$ cat src/hw/rtl/pcc_pkg.sv
// ----------------------------------------------------------------------------
// pcc_pkg: shared definitions for the piecewise-constant compressor
// Holds register indexes, multiplier operand codes, and the command and
// status bundles that pass between the controller and the datapath.
// ----------------------------------------------------------------------------
package pcc_pkg;

	// Width of the error bound register and of the configuration port.
	localparam int EB_BITS        = 16;
	localparam int CFG_DATA_BITS  = 16;
	localparam int CFG_INDEX_BITS = 1;

	// Configuration register indexes.
	localparam logic [CFG_INDEX_BITS-1:0] REG_ERROR_BOUND = 1'b0;
	localparam logic [CFG_INDEX_BITS-1:0] REG_USE_MEAN    = 1'b1;

	// Operand selection for the shared multiplier.
	typedef logic [1:0] pcc_mul_op_t;
	localparam pcc_mul_op_t MUL_MAX = 2'd0;
	localparam pcc_mul_op_t MUL_MIN = 2'd1;
	localparam pcc_mul_op_t MUL_EB  = 2'd2;

	// Commands from the controller to the datapath.
	typedef struct packed {
		logic        ld_in;
		logic        start;
		logic        extend;
		logic        clear;
		logic        mul_en;
		pcc_mul_op_t mul_op;
		logic        up_ld;
		logic        dn_ld;
		logic        div_init;
		logic        div_step;
		logic        out_ld;
		logic        out_fin;
	} pcc_cmd_t;

	// Status from the datapath to the controller.
	typedef struct packed {
		logic seg_open;
		logic len_full;
		logic use_mean;
		logic fits_mid;
		logic fits_mean;
		logic eos;
		logic div_done;
		logic out_free;
	} pcc_status_t;

endpackage

$ cat src/hw/rtl/pcc_datapath.sv
// ----------------------------------------------------------------------------
// pcc_datapath: segment state, fit tests, divider and output register
// Keeps the open segment's extremes, sum and length, runs the midrange test
// directly and the mean test through one shared multiplier, forms the mean
// with a one-bit-per-cycle divider and holds the result beat until taken.
// ----------------------------------------------------------------------------
module pcc_datapath import pcc_pkg::*; #(
	parameter int SAMPLE_BITS = 16,
	parameter int LEN_BITS    = 16
) (
	input  logic                          clk,
	input  logic                          arst_n,
	input  logic                          cfg_write,
	input  logic [CFG_INDEX_BITS-1:0]     cfg_index,
	input  logic [CFG_DATA_BITS-1:0]      cfg_data,
	input  logic signed [SAMPLE_BITS-1:0] sample,
	input  logic                          end_of_stream,
	input  pcc_cmd_t                      cmd,
	output pcc_status_t                   status,
	input  logic                          out_ready,
	output logic                          out_valid,
	output logic [LEN_BITS-1:0]           seg_length,
	output logic signed [SAMPLE_BITS-1:0] seg_value,
	output logic                          final_segment
);

	localparam int SUM_BITS = SAMPLE_BITS + LEN_BITS;
	localparam int AW       = (SAMPLE_BITS > EB_BITS) ? SAMPLE_BITS : EB_BITS + 1;
	localparam int BW       = LEN_BITS + 2;
	localparam int PW       = AW + BW;
	localparam int W        = PW + 1;
	localparam int CW       = SAMPLE_BITS + EB_BITS + 2;
	localparam int CNT_BITS = $clog2(SUM_BITS + 1);

	// Configuration registers.
	logic [EB_BITS-1:0] eb_q;
	logic               use_mean_q;

	always_ff @(posedge clk or negedge arst_n) begin
		if (!arst_n) begin
			eb_q       <= '0;
			use_mean_q <= 1'b0;
		end else if (cfg_write) begin
			case (cfg_index)
				REG_ERROR_BOUND: eb_q       <= cfg_data[EB_BITS-1:0];
				REG_USE_MEAN:    use_mean_q <= cfg_data[0];
				default: ;
			endcase
		end
	end

	// Input beat latch.
	logic signed [SAMPLE_BITS-1:0] x_q;
	logic                          eos_q;

	always_ff @(posedge clk) begin
		if (cmd.ld_in) begin
			x_q   <= sample;
			eos_q <= end_of_stream;
		end
	end

	// Open segment state.
	logic                          seg_open_q;
	logic [LEN_BITS-1:0]           run_len_q;
	logic signed [SAMPLE_BITS-1:0] min_q;
	logic signed [SAMPLE_BITS-1:0] max_q;
	logic signed [SAMPLE_BITS-1:0] mid_q;
	logic signed [SUM_BITS-1:0]    sum_q;

	// Extremes, sum and midrange with the new sample included.
	logic signed [SAMPLE_BITS-1:0] nmin;
	logic signed [SAMPLE_BITS-1:0] nmax;
	logic signed [SUM_BITS-1:0]    s_new;
	logic signed [SAMPLE_BITS:0]   msum;
	logic signed [SAMPLE_BITS:0]   madj;
	logic [LEN_BITS:0]             n;

	assign nmin  = (x_q < min_q) ? x_q : min_q;
	assign nmax  = (x_q > max_q) ? x_q : max_q;
	assign s_new = sum_q + SUM_BITS'(x_q);
	assign msum  = (SAMPLE_BITS + 1)'(nmax) + (SAMPLE_BITS + 1)'(nmin);
	// Add one to a negative sum so that the halving truncates toward zero.
	assign madj  = msum + $signed({{SAMPLE_BITS{1'b0}}, msum[SAMPLE_BITS]});
	assign n     = {1'b0, run_len_q} + (LEN_BITS + 1)'(1);

	always_ff @(posedge clk or negedge arst_n) begin
		if (!arst_n) begin
			seg_open_q <= 1'b0;
			run_len_q  <= '0;
		end else if (cmd.start) begin
			seg_open_q <= 1'b1;
			run_len_q  <= LEN_BITS'(1);
		end else if (cmd.extend) begin
			run_len_q  <= run_len_q + LEN_BITS'(1);
		end else if (cmd.clear) begin
			seg_open_q <= 1'b0;
			run_len_q  <= '0;
		end
	end

	always_ff @(posedge clk) begin
		if (cmd.start) begin
			min_q <= x_q;
			max_q <= x_q;
			mid_q <= x_q;
			sum_q <= SUM_BITS'(x_q);
		end else if (cmd.extend) begin
			min_q <= nmin;
			max_q <= nmax;
			mid_q <= madj[SAMPLE_BITS:1];
			sum_q <= s_new;
		end
	end

	// Midrange test: max - min against twice the bound.
	logic signed [SAMPLE_BITS:0] spread;
	logic [CW-1:0]               spread_w;
	logic [CW-1:0]               bound_w;

	assign spread   = (SAMPLE_BITS + 1)'(nmax) - (SAMPLE_BITS + 1)'(nmin);
	assign spread_w = CW'($unsigned(spread));
	assign bound_w  = CW'({eb_q, 1'b0});

	// Shared multiplier; the product is registered before any use.
	logic signed [AW-1:0] op_a;
	logic signed [BW-1:0] op_b;
	logic signed [PW-1:0] prod;
	logic signed [PW-1:0] mul_q;

	always_comb begin
		case (cmd.mul_op)
			MUL_MAX: op_a = AW'(nmax);
			MUL_MIN: op_a = AW'(nmin);
			MUL_EB:  op_a = AW'({1'b0, eb_q});
			default: op_a = '0;
		endcase
	end

	assign op_b = $signed({1'b0, n});
	assign prod = op_a * op_b;

	always_ff @(posedge clk) begin
		if (cmd.mul_en) begin
			mul_q <= prod;
		end
	end

	// Mean test: n*max - sum and sum - n*min against n*bound.
	logic signed [W-1:0] s_w;
	logic signed [W-1:0] prod_w;
	logic signed [W-1:0] up_q;
	logic signed [W-1:0] dn_q;

	assign s_w    = W'(s_new);
	assign prod_w = W'(mul_q);

	always_ff @(posedge clk) begin
		if (cmd.up_ld) begin
			up_q <= prod_w - s_w;
		end
		if (cmd.dn_ld) begin
			dn_q <= s_w - prod_w;
		end
	end

	// Restoring divider for sum / length on magnitudes, sign fixed at the end.
	logic [SUM_BITS-1:0] sum_mag;
	logic [LEN_BITS-1:0] rem_q;
	logic [SUM_BITS-1:0] quo_q;
	logic [CNT_BITS-1:0] cnt_q;
	logic                neg_q;
	logic [LEN_BITS:0]   trial;
	logic [LEN_BITS:0]   len_w;
	logic [LEN_BITS:0]   trial_sub;
	logic [SUM_BITS-1:0] quo_fix;

	assign sum_mag   = sum_q[SUM_BITS-1] ? (~sum_q + SUM_BITS'(1)) : sum_q;
	assign trial     = {rem_q, quo_q[SUM_BITS-1]};
	assign len_w     = {1'b0, run_len_q};
	assign trial_sub = trial - len_w;
	assign quo_fix   = neg_q ? (~quo_q + SUM_BITS'(1)) : quo_q;

	always_ff @(posedge clk or negedge arst_n) begin
		if (!arst_n) begin
			cnt_q <= '0;
		end else if (cmd.div_init) begin
			cnt_q <= CNT_BITS'(SUM_BITS);
		end else if (cmd.div_step) begin
			cnt_q <= cnt_q - CNT_BITS'(1);
		end
	end

	always_ff @(posedge clk) begin
		if (cmd.div_init) begin
			rem_q <= '0;
			quo_q <= sum_mag;
			neg_q <= sum_q[SUM_BITS-1];
		end else if (cmd.div_step) begin
			if (trial >= len_w) begin
				rem_q <= trial_sub[LEN_BITS-1:0];
				quo_q <= {quo_q[SUM_BITS-2:0], 1'b1};
			end else begin
				rem_q <= trial[LEN_BITS-1:0];
				quo_q <= {quo_q[SUM_BITS-2:0], 1'b0};
			end
		end
	end

	// Output register: holds one result beat until the sink takes it.
	logic                          out_valid_q;
	logic [LEN_BITS-1:0]           seg_length_q;
	logic signed [SAMPLE_BITS-1:0] seg_value_q;
	logic                          final_q;

	always_ff @(posedge clk or negedge arst_n) begin
		if (!arst_n) begin
			out_valid_q <= 1'b0;
		end else if (cmd.out_ld) begin
			out_valid_q <= 1'b1;
		end else if (out_ready) begin
			out_valid_q <= 1'b0;
		end
	end

	always_ff @(posedge clk) begin
		if (cmd.out_ld) begin
			seg_length_q <= run_len_q;
			seg_value_q  <= use_mean_q ? $signed(quo_fix[SAMPLE_BITS-1:0]) : mid_q;
			final_q      <= cmd.out_fin;
		end
	end

	assign out_valid     = out_valid_q;
	assign seg_length    = seg_length_q;
	assign seg_value     = seg_value_q;
	assign final_segment = final_q;

	// Status back to the controller.
	assign status.seg_open  = seg_open_q;
	assign status.len_full  = &run_len_q;
	assign status.use_mean  = use_mean_q;
	assign status.fits_mid  = (spread_w <= bound_w);
	assign status.fits_mean = (up_q <= prod_w) && (dn_q <= prod_w);
	assign status.eos       = eos_q;
	assign status.div_done  = (cnt_q == '0);
	assign status.out_free  = !out_valid_q || out_ready;

endmodule

$ cat src/hw/rtl/pcc_ctrl.sv
// ----------------------------------------------------------------------------
// pcc_ctrl: sequencing state machine of the compressor
// Takes one input beat at a time, steps the datapath through the fit test,
// and sequences the close, flush and restart of segments.
// ----------------------------------------------------------------------------
module pcc_ctrl import pcc_pkg::*; (
	input  logic        clk,
	input  logic        arst_n,
	input  logic        in_valid,
	output logic        in_ready,
	input  pcc_status_t status,
	output pcc_cmd_t    cmd
);

	localparam logic [3:0] S_IDLE  = 4'd0;
	localparam logic [3:0] S_EVAL  = 4'd1;
	localparam logic [3:0] S_MUL1  = 4'd2;
	localparam logic [3:0] S_MUL2  = 4'd3;
	localparam logic [3:0] S_MUL3  = 4'd4;
	localparam logic [3:0] S_CMP   = 4'd5;
	localparam logic [3:0] S_POST  = 4'd6;
	localparam logic [3:0] S_DIV   = 4'd7;
	localparam logic [3:0] S_OUT   = 4'd8;
	localparam logic [3:0] S_START = 4'd9;

	logic [3:0] state_q;
	logic [3:0] state_d;
	logic       fin_q;
	logic       set_fin;
	logic       clr_fin;

	always_ff @(posedge clk or negedge arst_n) begin
		if (!arst_n) begin
			state_q <= S_IDLE;
			fin_q   <= 1'b0;
		end else begin
			state_q <= state_d;
			if (set_fin) begin
				fin_q <= 1'b1;
			end else if (clr_fin) begin
				fin_q <= 1'b0;
			end
		end
	end

	// Next state and datapath commands.
	always_comb begin
		state_d  = state_q;
		cmd      = '0;
		in_ready = 1'b0;
		set_fin  = 1'b0;
		clr_fin  = 1'b0;
		case (state_q)
			S_IDLE: begin
				in_ready = 1'b1;
				if (in_valid) begin
					cmd.ld_in = 1'b1;
					state_d   = S_EVAL;
				end
			end
			S_EVAL: begin
				if (!status.seg_open) begin
					state_d = S_START;
				end else if (status.len_full || (!status.use_mean && !status.fits_mid)) begin
					// Close the open segment before the new sample starts another.
					clr_fin = 1'b1;
					if (status.use_mean) begin
						cmd.div_init = 1'b1;
						state_d      = S_DIV;
					end else begin
						state_d = S_OUT;
					end
				end else if (!status.use_mean) begin
					cmd.extend = 1'b1;
					state_d    = S_POST;
				end else begin
					state_d = S_MUL1;
				end
			end
			S_MUL1: begin
				cmd.mul_en = 1'b1;
				cmd.mul_op = MUL_MAX;
				state_d    = S_MUL2;
			end
			S_MUL2: begin
				cmd.up_ld  = 1'b1;
				cmd.mul_en = 1'b1;
				cmd.mul_op = MUL_MIN;
				state_d    = S_MUL3;
			end
			S_MUL3: begin
				cmd.dn_ld  = 1'b1;
				cmd.mul_en = 1'b1;
				cmd.mul_op = MUL_EB;
				state_d    = S_CMP;
			end
			S_CMP: begin
				if (status.fits_mean) begin
					cmd.extend = 1'b1;
					state_d    = S_POST;
				end else begin
					clr_fin      = 1'b1;
					cmd.div_init = 1'b1;
					state_d      = S_DIV;
				end
			end
			S_POST: begin
				// Flush the open segment when the stream ends here.
				if (status.eos) begin
					set_fin = 1'b1;
					if (status.use_mean) begin
						cmd.div_init = 1'b1;
						state_d      = S_DIV;
					end else begin
						state_d = S_OUT;
					end
				end else begin
					state_d = S_IDLE;
				end
			end
			S_DIV: begin
				if (status.div_done) begin
					state_d = S_OUT;
				end else begin
					cmd.div_step = 1'b1;
				end
			end
			S_OUT: begin
				if (status.out_free) begin
					cmd.out_ld  = 1'b1;
					cmd.out_fin = fin_q;
					if (fin_q) begin
						cmd.clear = 1'b1;
						state_d   = S_IDLE;
					end else begin
						state_d = S_START;
					end
				end
			end
			S_START: begin
				cmd.start = 1'b1;
				state_d   = S_POST;
			end
			default: begin
				state_d = S_IDLE;
			end
		endcase
	end

endmodule

$ cat src/hw/rtl/piecewise_constant_compressor.sv
// ----------------------------------------------------------------------------
// piecewise_constant_compressor: top level of the segment compressor
// Joins the controller and the datapath and exposes the stream channels
// and the configuration write port.
// ----------------------------------------------------------------------------
// Groups consecutive signed samples into constant segments and emits each
// closed segment as (seg_length, seg_value, final_segment). The block works
// on one sample at a time. In mean mode the exact mean test runs three
// products through one shared multiplier, and each emitted segment waits
// for the one-bit-per-cycle divider that forms sum / length. In either mode
// a sample that closes a segment passes through a start state that opens
// the new one. A result beat waits in an output register, so the next
// sample can be taken while the sink stalls; a further result waits until
// that register is free. Configuration must be written only while the
// block is idle; the block itself does not enforce this.
module piecewise_constant_compressor import pcc_pkg::*; #(
	parameter int SAMPLE_BITS = 16,
	parameter int LEN_BITS    = 16
) (
	input  logic                          clk,
	input  logic                          arst_n,
	input  logic                          cfg_write,
	input  logic [CFG_INDEX_BITS-1:0]     cfg_index,
	input  logic [CFG_DATA_BITS-1:0]      cfg_data,
	input  logic                          in_valid,
	output logic                          in_ready,
	input  logic signed [SAMPLE_BITS-1:0] sample,
	input  logic                          end_of_stream,
	output logic                          out_valid,
	input  logic                          out_ready,
	output logic [LEN_BITS-1:0]           seg_length,
	output logic signed [SAMPLE_BITS-1:0] seg_value,
	output logic                          final_segment
);

	pcc_cmd_t    cmd;
	pcc_status_t status;

	pcc_ctrl u_ctrl (
		.clk      (clk),
		.arst_n   (arst_n),
		.in_valid (in_valid),
		.in_ready (in_ready),
		.status   (status),
		.cmd      (cmd)
	);

	pcc_datapath #(
		.SAMPLE_BITS (SAMPLE_BITS),
		.LEN_BITS    (LEN_BITS)
	) u_datapath (
		.clk           (clk),
		.arst_n        (arst_n),
		.cfg_write     (cfg_write),
		.cfg_index     (cfg_index),
		.cfg_data      (cfg_data),
		.sample        (sample),
		.end_of_stream (end_of_stream),
		.cmd           (cmd),
		.status        (status),
		.out_ready     (out_ready),
		.out_valid     (out_valid),
		.seg_length    (seg_length),
		.seg_value     (seg_value),
		.final_segment (final_segment)
	);

endmodule

$ cat config.mk
export PLATFORM = sky130hd
export DESIGN_NAME = piecewise_constant_compressor
export DESIGN_NICKNAME = d
export VERILOG_FILES = /design/src/hw/rtl/pcc_pkg.sv /design/src/hw/rtl/pcc_datapath.sv /design/src/hw/rtl/pcc_ctrl.sv /design/src/hw/rtl/piecewise_constant_compressor.sv
export SDC_FILE = /design/constraint.sdc
export NUM_CORES = 2
export LEC_CHECK = 0
export BUFFER_PORTS_ARGS = -buffer_cell sky130_fd_sc_hd__buf_2
export CELL_PAD_IN_SITES_DETAIL_PLACEMENT = 1
export CELL_PAD_IN_SITES_GLOBAL_PLACEMENT = 2
export CORE_UTILIZATION = 40
export CTS_CLUSTER_DIAMETER = 150
export CTS_CLUSTER_SIZE = 24
export DETAILED_ROUTE_END_ITERATION = 12
export PLACE_DENSITY = 0.78
export SLEW_MARGIN = 30
export SYNTH_ARGS = -nofsm -noshare
export SYNTH_HDL_FRONTEND = slang
export SYNTH_SLANG_ARGS = --single-unit
$ cat constraint.sdc
create_clock -name clk -period 11.7 [get_ports clk]
set_input_delay 2.34 -clock clk [delete_from_list [all_inputs] [get_ports clk]]
set_output_delay 2.34 -clock clk [all_outputs]
set_load 0.1 [all_outputs]
==> flow_summary.yaml <==
logic_synthesis:
  syn-cell-area_sq_um: 35800
  synth_top_area_cell: "edfxtp_1"
  yosys-top-cells-area: "edfxtp_1, ha_1, fa_1"
  async_reset_ff_frac: 0.139
  synth_top_area_share: 0.227
  ys_types: 89
  synth_cells: 3901
  synth_edf_count: 270
  seq_area_frac_synth: 0.268
  synth_nets: 4572
  synthFlopType: "edfxtp_1"
  synth_common_cells: "inv_1, ha_1, a21oi_1, edfxtp_1, fa_1"
  synth.most_common_cell: "inv_1"
  synth.avg_cell_area_sq_um: 9.17
  ys_ff_latch: 332
  ys_warn_count: 0
setup_path:
  regToRegSetupSlack_ns: 1.99
  crit_family: "adder cells"
  reg2reg_to: "u_datapath.mul_q[32]"
  crit_top_cell: "fa_1"
  critPathCaptureType: "flip-flop"
  crit_slowest_cell: "ha_1"
  crit_fanout: 28
  cp.required_ns: 12.00
  arrival_ns: 10.02
  cp_slowest_stage_delay_ns: 0.92
  reg2regPathDepth: 28
  start_kind: "flip-flop"
  critPathKind: "flip-flop to flip-flop"
  worst-path-buf-inv: 5
  r2r_start: "u_datapath.x_q[15]"
global_routing:
  antenna_found_initial: 0
  grt_pass1_vias: 30746
  grt_pass1_wl_mm: 193
  grt-ovfl-total: 0
  grt_max_degree: 67
  grt_use_total: 0.281
floorplanning:
  fp-row-count: 109
  dieArea_sq_um: 90700
  io_pins: 74
  start_util: 0.404
  die_w_um: 301
  die_h_um: 301
  core_area_sq_um: 88500
timing:
  skew_ns: 0.0441
  finalHoldViolCount: 0
  fmax_mhz: 103
  period_share: 0.830
  max_slew.worst_pin.slew_ns: 1.07
  holdWs_ns: 0.483
  slew_viol_final: 0
  rsz0062_at_grt: "false"
  slew_headroom: 0.285
  tns_ns: 0
  period_needed_ns: 9.71
  setup_violations: 0
finish:
  layout-drive-gt1-share: 0.0694
  nets: 4603
  n_antenna_cell: 0
  syn_to_final_growth_pct: 7.11
worst_hold_path:
  holdCritStartpoint: "u_datapath.rem_q[15]"
  hold_path.class: "flip-flop to flip-flop"
  hold_end: "u_datapath.rem_q[15]"
  holdPathStages: 2
detailed_routing:
  num_vias: 29916
  wl_mm: 128
  dr.pass1.iters: 9
  detail-route-antenna-nets: 0
  wire_per_inst_um: 25.2
  drc: 1
  drt_iter0_drc: 2141
  vias_per_cell: 5.86
clocking:
  clock_latency_ns: 0.59
  cts_setup_buffers: 0
  cts.reportedPaths.clkPinSlew_ns: 0.11
  clock-sinks: 332
  cts_buffer_depth: 3
  tritoncts: "built"
  cts_buffers: 18
  ctsRootBufferMaster: "clkbuf_16"
  ctsHoldBuffers: 0
  post_cts_resized: 0
  cts_max_level: 1
outcome:
  outcome: "finished with violations"
  violations: "DRC"
placement:
  gp_congestion: 0.929
  numPortBuffers: 73
  dp_hpwl_mm: 104
flow_run:
  maxCapViolations: 0
-- registers in the layout, indices dropped and copies added, names as in the netlist, 4 cells and up --
name                   cells
u_datapath.seg_length     16
u_datapath.seg_value      16
u_datapath.cnt_q           6
u_datapath.up_q           36
u_datapath.eb_q           16
u_datapath.mid_q          16
u_datapath.x_q            16
u_datapath.mul_q          35
u_datapath.max_q          16
u_ctrl.state_q             4
u_datapath.quo_q          32
u_datapath.rem_q          16
u_datapath.min_q          16
u_datapath.sum_q          32
u_datapath.run_len_q      16
u_datapath.dn_q           36
-- worst max path at each step --
| stage | startpoint | end | slack, ns | cells past startpoint |
|---|---|---|---|---|
| floorplan | u_ctrl.state_q[2] | u_datapath.mul_q[32] | 3.16 | 28 |
| global placement | u_datapath.x_q[15] | u_datapath.mul_q[32] | 1.97 | 27 |
| detailed placement | u_datapath.x_q[1] | u_datapath.mul_q[32] | 2.05 | 29 |
| CTS | u_datapath.x_q[1] | u_datapath.mul_q[32] | 1.97 | 29 |
| global route | u_datapath.x_q[15] | u_datapath.mul_q[32] | 1.45 | 28 |
| finish | u_datapath.x_q[15] | u_datapath.mul_q[32] | 1.99 | 28 |
-- per-layer routing --
metal	up-vias	global-route usage	share of wire	wire length, um
li1	13836	-	-	-
met1	15129	0.383	0.45	57200
met2	765	0.470	0.47	60500
met3	186	0.0276	0.047	6090
met4	0	0.0844	0.035	4540
met5	-	0	0	0
-- cells by family after synthesis --
kind of cell | after synthesis | share of synthesized area
xor+xnor | 241 | 0.0590
flops | 332 | 0.268
mux | 102 | 0.0307
simple gates | 775 | 0.105
buf+inv | 652 | 0.0694
compound gates | 1167 | 0.199
fa+ha+maj | 632 | 0.269
-- through the flow --
step           cells  setup WS (ns)  instance area, sq um   util
2_1_floorplan   3901           3.16                 35800      -
3_3_place_gp    5069           1.97                 37700  0.426
3_5_place_dp    5074           2.05                 37800  0.427
4_1_cts         5098           1.97                 38300  0.433
5_1_grt         5101           1.45                 38300  0.433
6_report        5101           1.99                 38300  0.433
-- tightest hold or removal path, stage by stage (launching register included) --
cell,delay (ns)
dfxtp_1,0.33
nand4_1,0.06
o41ai_1,0.06
-- final cells by class --
type,instances,area [sq um]
well taps,1165,1460
repair buffers,158,997
fillers,10305,50200
multi-input cells,2917,23900
flip-flops and latches,332,9580
clock buffers,20,458
clock inverters,4,52.6
inverters,505,1900
-- placed cells by master, fill, tap and decap left out, types with 13 or more instances in the layout --
| master | instances |
|---|---|
| buf_4 | 79 |
| nand2_1 | 214 |
| nor3_1 | 74 |
| a31oi_1 | 34 |
| nand2b_1 | 19 |
| dfxtp_1 | 16 |
| dfrtp_1 | 46 |
| nand3_1 | 96 |
| mux2_2 | 22 |
| nor4_1 | 14 |
| nor2_1 | 163 |
| inv_1 | 500 |
| o21ai_0 | 153 |
| fa_1 | 230 |
| xnor2_1 | 180 |
| a21oi_1 | 391 |
| mux2_1 | 29 |
| a21o_1 | 99 |
| o41ai_1 | 13 |
| clkbuf_16 | 18 |
| and3_1 | 17 |
| xor2_1 | 57 |
| o21a_1 | 38 |
| o21ai_1 | 176 |
| or3_1 | 26 |
| o211ai_1 | 30 |
| o21bai_1 | 39 |
| edfxtp_1 | 270 |
| ha_1 | 402 |
| nand4_1 | 40 |
| o31ai_1 | 25 |
| nor2b_1 | 26 |
| buf_2 | 77 |
| mux2i_1 | 48 |
| a211oi_1 | 25 |
| o22ai_1 | 16 |
Power is not shown: default switching activity piles up to over one toggle a cycle in this logic, so the estimate is an artifact.
